## config.mk

```make
export PLATFORM = sky130hd
export DESIGN_NAME = line_polynomial_hash_hex_unit
export DESIGN_NICKNAME = d
export VERILOG_FILES = /design/src/hdl/lphh_pkg.sv /design/src/hdl/lphh_front.sv /design/src/hdl/lphh_queue.sv /design/src/hdl/lphh_back.sv /design/src/hdl/line_polynomial_hash_hex_unit.sv
export SDC_FILE = /design/constraint.sdc
export NUM_CORES = 2
export LEC_CHECK = 0
export BUFFER_PORTS_ARGS = -buffer_cell sky130_fd_sc_hd__clkbuf_2
export CAP_MARGIN = 20
export CORE_MARGIN = 2
export CORE_UTILIZATION = 65
export CTS_CLUSTER_SIZE = 25
export DETAILED_ROUTE_END_ITERATION = 6
export PLACE_DENSITY = 0.8
export SETUP_SLACK_MARGIN = 0.2
export SLEW_MARGIN = 20
export SYNTH_ARGS = -nofsm -noshare
export SYNTH_HDL_FRONTEND = slang
export SYNTH_SLANG_ARGS = --single-unit
```

## constraint.sdc

```tcl
create_clock -name clock -period 14.5 [get_ports clock]
set_input_delay 2.9 -clock clock [delete_from_list [all_inputs] [get_ports clock]]
set_output_delay 2.9 -clock clock [all_outputs]
set_load 0.05 [all_outputs]
```

## src/hdl/lphh_pkg.sv

```systemverilog
// Shared types, constants and helper functions of the line hash unit.
`default_nettype none

package lphh_pkg;

   localparam logic [7:0]  NEWLINE_CHAR = 8'h0a;
   localparam logic [7:0]  CHAR_ZERO    = 8'h30;   // '0'
   localparam logic [7:0]  CHAR_A_TEN   = 8'h57;   // 'a' - 10
   localparam logic [8:0]  OFFSET_BIAS  = 9'd96;   // 'a' - 1
   localparam logic [4:0]  HASH_BASE    = 5'd31;

   localparam logic [29:0] HASH_MOD     = 30'd1000000009;
   localparam logic [31:0] MOD_X1       = 32'd1000000009;
   localparam logic [31:0] MOD_X2       = 32'd2000000018;
   localparam logic [31:0] MOD_X3       = 32'd3000000027;
   // 2^30 mod the modulus: folds bits above 30 back into range
   localparam logic [26:0] FOLD_C       = 27'd73741815;
   // 96 * modulus, lifts (b - 96) * p to a non-negative value
   localparam logic [39:0] BIAS_MOD     = 40'd96000000864;

   localparam int Q_DEPTH = 4;
   localparam int Q_AW    = $clog2(Q_DEPTH);

   typedef struct packed {
      logic [29:0] hash;
      logic [2:0]  top;    // index of highest non-zero hex digit
   } entry_type;

   typedef struct packed {
      logic full;
      logic empty;
   } qstat_type;

   typedef enum logic [1:0] {
      BK_IDLE,
      BK_DIGIT,
      BK_NEWLINE
   } back_state_type;

   // value below 4 * modulus -> residue
   function automatic logic [29:0] reduce4(input logic [31:0] w);
      logic [31:0] r;
      r = w;
      if (w >= MOD_X3) begin
         r = w - MOD_X3;
      end else if (w >= MOD_X2) begin
         r = w - MOD_X2;
      end else if (w >= MOD_X1) begin
         r = w - MOD_X1;
      end
      return r[29:0];
   endfunction

   function automatic logic [2:0] top_digit(input logic [29:0] h);
      logic [31:0] w;
      logic [2:0]  t;
      w = {2'b00, h};
      t = '0;
      for (int i = 1; i < 8; i++) begin
         if (w[i*4 +: 4] != 4'd0) begin
            t = 3'(i);
         end
      end
      return t;
   endfunction

   function automatic logic [7:0] hex_char(input logic [3:0] d);
      logic [7:0] c;
      if (d < 4'd10) begin
         c = CHAR_ZERO + 8'(d);
      end else begin
         c = CHAR_A_TEN + 8'(d);
      end
      return c;
   endfunction

endpackage

`default_nettype wire

```

## src/hdl/lphh_front.sv

```systemverilog
// Front end: byte intake, power update, term pipeline and hash accumulator.
`default_nettype none

module lphh_front (
   input  wire logic                 clock,
   input  wire logic                 reset,
   input  wire logic                 req_valid,
   output logic                      req_stall,
   input  wire logic [7:0]           req_in_byte,
   input  wire lphh_pkg::qstat_type  q_stat,
   output logic                      push,
   output lphh_pkg::entry_type       push_entry
);

   logic               adv;
   logic               accept;
   logic               is_nl;

   logic [29:0]        p_ff, p_in;
   logic [29:0]        h_ff, h_in;

   logic               s1_valid_ff, s2_valid_ff, s3_valid_ff;
   logic               s1_nl_ff, s2_nl_ff, s3_nl_ff;
   logic signed [39:0] s1_prod_ff, s1_prod_in;
   logic [34:0]        s2_y_ff, s2_y_in;
   logic [29:0]        s3_term_ff, s3_term_in;

   logic signed [8:0]  off;
   logic signed [30:0] p_s;
   logic [39:0]        x_full;
   logic [34:0]        p31;
   logic [31:0]        p_fold;
   logic [31:0]        z;
   logic [30:0]        acc_sum;

   // whole pipe holds only while a finished hash waits for queue space
   assign adv       = !(s3_valid_ff && s3_nl_ff && q_stat.full);
   assign req_stall = !adv;
   assign accept    = req_valid && adv;
   assign is_nl     = (req_in_byte == lphh_pkg::NEWLINE_CHAR);

   // stage 1: signed offset times power
   assign off        = $signed({1'b0, req_in_byte}) - $signed(lphh_pkg::OFFSET_BIAS);
   assign p_s        = $signed({1'b0, p_ff});
   assign s1_prod_in = off * p_s;

   // power: p * 31 folded at bit 30, then final reduce
   assign p31    = 35'(p_ff) * 35'(lphh_pkg::HASH_BASE);
   assign p_fold = 32'(p31[29:0]) + 32'(p31[34:30]) * 32'(lphh_pkg::FOLD_C);

   always_comb begin
      p_in = p_ff;
      if (accept) begin
         if (is_nl) begin
            p_in = 30'd1;
         end else begin
            p_in = lphh_pkg::reduce4(p_fold);
         end
      end
   end

   // stage 2: bias to non-negative, first fold
   assign x_full  = 40'(s1_prod_ff) + lphh_pkg::BIAS_MOD;
   assign s2_y_in = 35'(x_full[29:0]) + 35'(x_full[37:30]) * 35'(lphh_pkg::FOLD_C);

   // stage 3: second fold, below 3 * modulus
   assign z          = 32'(s2_y_ff[29:0]) + 32'(s2_y_ff[34:30]) * 32'(lphh_pkg::FOLD_C);
   assign s3_term_in = lphh_pkg::reduce4(z);

   // accumulator
   assign acc_sum = 31'(h_ff) + 31'(s3_term_ff);
   assign push    = adv && s3_valid_ff && s3_nl_ff;

   always_comb begin
      h_in = h_ff;
      if (adv && s3_valid_ff) begin
         if (s3_nl_ff) begin
            h_in = '0;
         end else if (acc_sum >= 31'(lphh_pkg::HASH_MOD)) begin
            h_in = 30'(acc_sum - 31'(lphh_pkg::HASH_MOD));
         end else begin
            h_in = acc_sum[29:0];
         end
      end
   end

   assign push_entry.hash = h_ff;
   assign push_entry.top  = lphh_pkg::top_digit(h_ff);

   always_ff @(posedge clock) begin
      if (reset) begin
         p_ff        <= 30'd1;
         h_ff        <= '0;
         s1_valid_ff <= 1'b0;
         s2_valid_ff <= 1'b0;
         s3_valid_ff <= 1'b0;
      end else begin
         p_ff <= p_in;
         h_ff <= h_in;
         if (adv) begin
            s1_valid_ff <= accept;
            s2_valid_ff <= s1_valid_ff;
            s3_valid_ff <= s2_valid_ff;
         end
      end
   end

   always_ff @(posedge clock) begin
      if (adv) begin
         s1_nl_ff   <= is_nl;
         s1_prod_ff <= s1_prod_in;
         s2_nl_ff   <= s1_nl_ff;
         s2_y_ff    <= s2_y_in;
         s3_nl_ff   <= s2_nl_ff;
         s3_term_ff <= s3_term_in;
      end
   end

endmodule

`default_nettype wire

```

## src/hdl/lphh_queue.sv

```systemverilog
// Small FIFO of finished line hashes between front and back end.
`default_nettype none

module lphh_queue (
   input  wire logic                 clock,
   input  wire logic                 reset,
   input  wire logic                 push,
   input  wire lphh_pkg::entry_type  push_entry,
   input  wire logic                 pop,
   output lphh_pkg::entry_type       pop_entry,
   output lphh_pkg::qstat_type       q_stat
);

   lphh_pkg::entry_type              mem_ff [lphh_pkg::Q_DEPTH];
   logic [lphh_pkg::Q_AW-1:0]        wr_ptr_ff, rd_ptr_ff;
   logic [lphh_pkg::Q_AW:0]          count_ff, count_in;

   assign q_stat.full  = (count_ff == (lphh_pkg::Q_AW+1)'(lphh_pkg::Q_DEPTH));
   assign q_stat.empty = (count_ff == '0);
   assign pop_entry    = mem_ff[rd_ptr_ff];

   always_comb begin
      count_in = count_ff;
      if (push && !pop) begin
         count_in = count_ff + 1'b1;
      end else if (pop && !push) begin
         count_in = count_ff - 1'b1;
      end
   end

   always_ff @(posedge clock) begin
      if (reset) begin
         wr_ptr_ff <= '0;
         rd_ptr_ff <= '0;
         count_ff  <= '0;
      end else begin
         count_ff <= count_in;
         if (push) begin
            wr_ptr_ff <= wr_ptr_ff + 1'b1;
         end
         if (pop) begin
            rd_ptr_ff <= rd_ptr_ff + 1'b1;
         end
      end
   end

   always_ff @(posedge clock) begin
      if (push) begin
         mem_ff[wr_ptr_ff] <= push_entry;
      end
   end

endmodule

`default_nettype wire

```

## src/hdl/lphh_back.sv

```systemverilog
// Back end: turns each queued hash into hex characters and a closing newline.
`default_nettype none

module lphh_back (
   input  wire logic                 clock,
   input  wire logic                 reset,
   input  wire lphh_pkg::qstat_type  q_stat,
   input  wire lphh_pkg::entry_type  pop_entry,
   output logic                      pop,
   output logic                      rsp_valid,
   input  wire logic                 rsp_stall,
   output logic [7:0]                rsp_out_char,
   output logic                      rsp_out_last
);

   lphh_pkg::back_state_type state_ff, state_in;

   logic [29:0] hash_ff;
   logic [2:0]  idx_ff;
   logic        rsp_valid_ff, rsp_valid_in;
   logic [7:0]  rsp_char_ff;
   logic        rsp_last_ff;

   logic        load;
   logic        emit;
   logic [7:0]  emit_char;
   logic        emit_last;
   logic [31:0] hash_w;
   logic [3:0]  nibble;

   assign load   = !rsp_valid_ff || !rsp_stall;
   assign hash_w = {2'b00, hash_ff};
   assign nibble = hash_w[{idx_ff, 2'b00} +: 4];

   // next state
   always_comb begin
      state_in = state_ff;
      case (state_ff)
         lphh_pkg::BK_IDLE: begin
            if (!q_stat.empty) begin
               state_in = lphh_pkg::BK_DIGIT;
            end
         end
         lphh_pkg::BK_DIGIT: begin
            if (load && idx_ff == 3'd0) begin
               state_in = lphh_pkg::BK_NEWLINE;
            end
         end
         lphh_pkg::BK_NEWLINE: begin
            if (load) begin
               state_in = q_stat.empty ? lphh_pkg::BK_IDLE : lphh_pkg::BK_DIGIT;
            end
         end
         default: begin
            state_in = lphh_pkg::BK_IDLE;
         end
      endcase
   end

   // outputs
   always_comb begin
      pop       = 1'b0;
      emit      = 1'b0;
      emit_char = lphh_pkg::NEWLINE_CHAR;
      emit_last = 1'b0;
      case (state_ff)
         lphh_pkg::BK_IDLE: begin
            pop = !q_stat.empty;
         end
         lphh_pkg::BK_DIGIT: begin
            emit      = load;
            emit_char = lphh_pkg::hex_char(nibble);
         end
         lphh_pkg::BK_NEWLINE: begin
            emit      = load;
            emit_last = 1'b1;
            pop       = load && !q_stat.empty;
         end
         default: begin
            pop = 1'b0;
         end
      endcase
   end

   assign rsp_valid_in = load ? emit : rsp_valid_ff;

   always_ff @(posedge clock) begin
      if (reset) begin
         state_ff     <= lphh_pkg::BK_IDLE;
         rsp_valid_ff <= 1'b0;
      end else begin
         state_ff     <= state_in;
         rsp_valid_ff <= rsp_valid_in;
      end
   end

   always_ff @(posedge clock) begin
      if (pop) begin
         hash_ff <= pop_entry.hash;
         idx_ff  <= pop_entry.top;
      end else if (state_ff == lphh_pkg::BK_DIGIT && load) begin
         idx_ff  <= idx_ff - 1'b1;
      end
      if (emit) begin
         rsp_char_ff <= emit_char;
         rsp_last_ff <= emit_last;
      end
   end

   assign rsp_valid    = rsp_valid_ff;
   assign rsp_out_char = rsp_char_ff;
   assign rsp_out_last = rsp_last_ff;

endmodule

`default_nettype wire

```

## src/hdl/line_polynomial_hash_hex_unit.sv

```systemverilog
// Top level of the line hash unit: front end, hash queue and hex formatter.
`default_nettype none

// Line hash unit. Takes a byte stream, one byte per transaction, and keeps a
// polynomial rolling hash of the current line modulo 1000000009: every byte b
// other than newline adds (b - 96) * p, where p = 31^k for the k-th byte of the
// line; bytes below 96 give a negative offset that is reduced properly. A
// newline byte closes the line and produces a reply of lowercase hex digits
// without leading zeros ("0" for an empty or zero-hash line), followed by a
// newline transaction with rsp_out_last high; the hash and power then restart.
// Rate: one input byte per clock while req_stall is low. A byte's term passes
// a three-stage multiply-and-fold pipeline before reaching the accumulator; a
// line's hash enters the queue once its newline leaves the third stage, and its
// first character then passes the queue, the formatter's hash load and the
// output register. Replies leave at one character per clock while rsp_stall is
// low, digits then newline. A four-entry hash queue sits between accumulator and
// formatter, and req_stall rises only when that queue is full with a finished
// hash waiting, i.e. in long runs of very short lines or a stalled result side.
module line_polynomial_hash_hex_unit (
   input  wire logic        clock,
   input  wire logic        reset,
   input  wire logic        req_valid,
   output logic             req_stall,
   input  wire logic [7:0]  req_in_byte,
   output logic             rsp_valid,
   input  wire logic        rsp_stall,
   output logic [7:0]       rsp_out_char,
   output logic             rsp_out_last
);

   lphh_pkg::qstat_type q_stat;
   lphh_pkg::entry_type push_entry;
   lphh_pkg::entry_type pop_entry;
   logic                push;
   logic                pop;

   // accumulates hashes, hands a finished line hash to the queue
   lphh_front u_front (
      .clock       (clock),
      .reset       (reset),
      .req_valid   (req_valid),
      .req_stall   (req_stall),
      .req_in_byte (req_in_byte),
      .q_stat      (q_stat),
      .push        (push),
      .push_entry  (push_entry)
   );

   lphh_queue u_queue (
      .clock      (clock),
      .reset      (reset),
      .push       (push),
      .push_entry (push_entry),
      .pop        (pop),
      .pop_entry  (pop_entry),
      .q_stat     (q_stat)
   );

   // formats one hash at a time, one character per transaction
   lphh_back u_back (
      .clock        (clock),
      .reset        (reset),
      .q_stat       (q_stat),
      .pop_entry    (pop_entry),
      .pop          (pop),
      .rsp_valid    (rsp_valid),
      .rsp_stall    (rsp_stall),
      .rsp_out_char (rsp_out_char),
      .rsp_out_last (rsp_out_last)
   );

endmodule

`default_nettype wire
```

==> flow_summary.json <==
{
  "yosysMostFrequentCell": "inv_1",
  "critical_path.slowest_cell": "a2111oi_0",
  "post_cts_buffers": 0,
  "grt_pass1_vias": 33500,
  "async_flop_share": 0,
  "synth.top_cell.area_share": 0.212,
  "grtUsageTotal": 0.318,
  "hold_viol": 0,
  "cts_buffers": 42,
  "die_w_um": 262,
  "hold_depth": 0,
  "synth.area.top_cells": "fa_1, edfxtp_1, ha_1, inv_1, xnor2_1",
  "cp_max_fo": 18,
  "cts_buffer_depth": 3,
  "max_stage_delay_ns": 0.78,
  "finalSetupViolCount": 0,
  "die-height_um": 262,
  "synth_top_family_by_area": "adder cells",
  "critPathArrivalTime_ns": 13.00,
  "synth_compound_area_frac": 0.149,
  "initial_core_util": 0.657,
  "drtIter0Drc": 2707,
  "antenna_found_initial": 0,
  "insertion_delay_ns": 0.60,
  "yosysTopAreaCell": "fa_1",
  "vias": 32900,
  "synthMuxAreaShare": 0.0256,
  "drive_above_1_share": 0.0535,
  "tns_ns": 0,
  "wl_per_cell_um": 19.8,
  "routed_via_density": 6.15,
  "io_buffers": 21,
  "synth_cells": 4528,
  "ant_nets": 0,
  "nNetsFinal": 5350,
  "yosysWarnings": 0,
  "rsz0062_at_grt": "no",
  "r2r_end": "u_front.p_ff[8]$_SDFFE_PP0P_",
  "ys_seq_area_frac": 0.229,
  "grt_max_degree": 73,
  "timing.fmax_mhz": 79.8,
  "root_buffer": "clkbuf_16",
  "grt_pass1_wl_mm": 173,
  "synth_simple_gate_area_frac": 0.129,
  "reg2regPathDepth": 41,
  "synth_nets": 5421,
  "finClkSkew_ns": 0.0207,
  "cts.clk_slew.worst_paths_ns": 0.06,
  "area_delta_synth_final_pct": 4.97,
  "dieArea_um2": 68500,
  "synth.distinct_cells": 104,
  "r2r_setup_slack_ns": 1.97,
  "ys.flop_type": "edfxtp_1",
  "tightest_slew_ns": 1.06,
  "gp_congestion": 0.953,
  "drc": 0,
  "cp-end-kind": "flip-flop",
  "status": "finished clean",
  "worstPathRequired_ns": 14.97,
  "antenna_cells": 0,
  "cts_max_level": 2,
  "cpMostUsedCell": "inv_1",
  "overflow": 0,
  "fill_cells": 4964,
  "synth-seq-cells": 354,
  "whs_endpoint": "u_front.s3_nl_ff$_DFFE_PN_",
  "coreArea_um2": 65700,
  "netlist_top_cells_count": "inv_1, fa_1, ha_1, nand2_1, edfxtp_1",
  "max-slew-margin-rel": 0.293,
  "synth_fa_ha_area_frac": 0.335,
  "fin_crit_sh": 0.864,
  "synth_edf_count": 279,
  "drv_slew": 0,
  "reg2reg_from": "u_front.p_ff[3]$_SDFFE_PP0P_",
  "drv_cap": 0,
  "drt_wl_total_mm": 106,
  "cts.repair.resized": 0,
  "syn-cell-area_um2": 43200,
  "cts_hold_buffers": 0,
  "dp_hpwl_mm": 82.4,
  "cts_tree": "done",
  "worstHoldStart": "u_front.s2_nl_ff$_DFFE_PN_",
  "io_pins": 23,
  "clkSinkCount": 354,
  "syn_area_per_cell_um2": 9.54,
  "drt_first_pass_iters": 5,
  "start_kind": "flip-flop",
  "std_cell_rows": 94,
  "crit_type": "flip-flop to flip-flop",
  "synth_xor_area_frac": 0.0563,
  "fin_crit_ns": 12.53,
  "hold_path_class": "flip-flop to flip-flop"
}
cells in the final DEF, fill, tap and decap left out, drive strengths merged, types with 12 or more instances in the layout:
cell type / n
a2111oi: 16
a211o: 15
a211oi: 34
a21boi: 19
a21o: 88
a21oi: 219
a31oi: 48
and2: 96
and3: 48
buf: 33
clkbuf: 72
clkinv: 12
dfxtp: 75
edfxtp: 279
fa: 458
ha: 423
inv: 701
mux2i: 17
mux4: 39
nand2: 412
nand2b: 30
nand3: 90
nand3b: 13
nand4: 20
nor2: 222
nor2b: 32
nor3: 68
nor4: 25
o2111ai: 13
o211ai: 37
o21a: 44
o21ai: 207
o21bai: 30
o22ai: 14
o31ai: 24
or2: 20
or3: 24
xnor2: 193
xor2: 83
layer usage:
metal,wire [µm],vias up,part of all wire,track usage
met5,0,-,0,0
met4,3810,0,0.036,0.114
met3,5640,217,0.053,0.0339
met2,53300,1062,0.50,0.557
met1,43100,16300,0.41,0.409
li1,-,15400,-,-
area by class of cell:
cell class                      count  area [µm²]  share of cell area
Multi-Input combinational cell   3312       30100               0.663
Timing Repair Buffer               54         360             0.00795
Inverter                          693        2600              0.0574
Clock inverter                     25         231             0.00511
Sequential cell                   354        9880               0.218
Clock buffer                       51        1130              0.0248
Tap cell                          864        1080              0.0238
metrics by stage:
step | util | worst slack [ns] | hold slack, ns | area, µm² | instances
4_1_cts | 0.690 | 2.10 | 0.427 | 45300 | 5353
2_1_floorplan | - | 3.49 | 0.400 | 43200 | 4528
6_report | 0.690 | 1.97 | 0.426 | 45300 | 5353
5_1_grt | 0.690 | 1.02 | 0.441 | 45300 | 5353
3_3_place_gp | 0.669 | 2.19 | 0.408 | 44000 | 5276
3_5_place_dp | 0.669 | 2.17 | 0.411 | 44000 | 5277
critical path, delay by kind of cell (launching register included):
| family | cells | cell delay (ns) |
|---|---|---|
| flip-flops | 1 | 0.57 |
| AND/OR/NAND/NOR | 5 | 1.49 |
| buffers and inverters | 9 | 0.94 |
| AO/OA/AOI/OAI | 16 | 5.01 |
| adder cells (fa/ha/maj) | 9 | 4.08 |
| XOR/XNOR | 2 | 0.30 |
flip-flops by register name (all words and copies together), names as in the netlist, 3 cells and up, named ones only:
name,count
u_front.s1_prod_ff,38
u_front.h_ff,30
u_queue.count_ff,3
u_front.s3_term_ff,30
u_front.s2_y_ff,35
u_front.p_ff,30
u_back.rsp_out_char,7
u_queue.mem_ff,132
u_back.idx_ff,3
u_back.hash_ff,30
logic make-up after synthesis:
| group | after synthesis |
|---|---|
| flip-flops | 354 |
| other | 1 |
| adder cells (fa/ha/maj) | 881 |
| AO/OA/AOI/OAI | 948 |
| buffers and inverters | 862 |
| XOR/XNOR | 276 |
| AND/OR/NAND/NOR | 1145 |
| multiplexers | 61 |
how the worst max path moves through the flow:
| stage | start | to | slack, ns | cells past startpoint |
|---|---|---|---|---|
| 3_3_place_gp | u_front.p_ff[3]$_SDFFE_PP0P_ | u_front.p_ff[22]$_SDFFE_PP0P_ | 2.19 | 41 |
| 4_1_cts | u_front.p_ff[3]$_SDFFE_PP0P_ | u_front.p_ff[8]$_SDFFE_PP0P_ | 2.10 | 42 |
| 2_1_floorplan | u_front.p_ff[3]$_SDFFE_PP0P_ | u_front.p_ff[20]$_SDFFE_PP0P_ | 3.49 | 42 |
| 5_1_grt | u_front.p_ff[2]$_SDFFE_PP0P_ | u_front.p_ff[8]$_SDFFE_PP0P_ | 1.02 | 41 |
| 3_5_place_dp | u_front.p_ff[2]$_SDFFE_PP0P_ | u_front.p_ff[8]$_SDFFE_PP0P_ | 2.17 | 42 |
| 6_report | u_front.p_ff[3]$_SDFFE_PP0P_ | u_front.p_ff[8]$_SDFFE_PP0P_ | 1.97 | 41 |
Power is not shown: default switching activity piles up to over one toggle a cycle in this logic, so the estimate is an artifact.
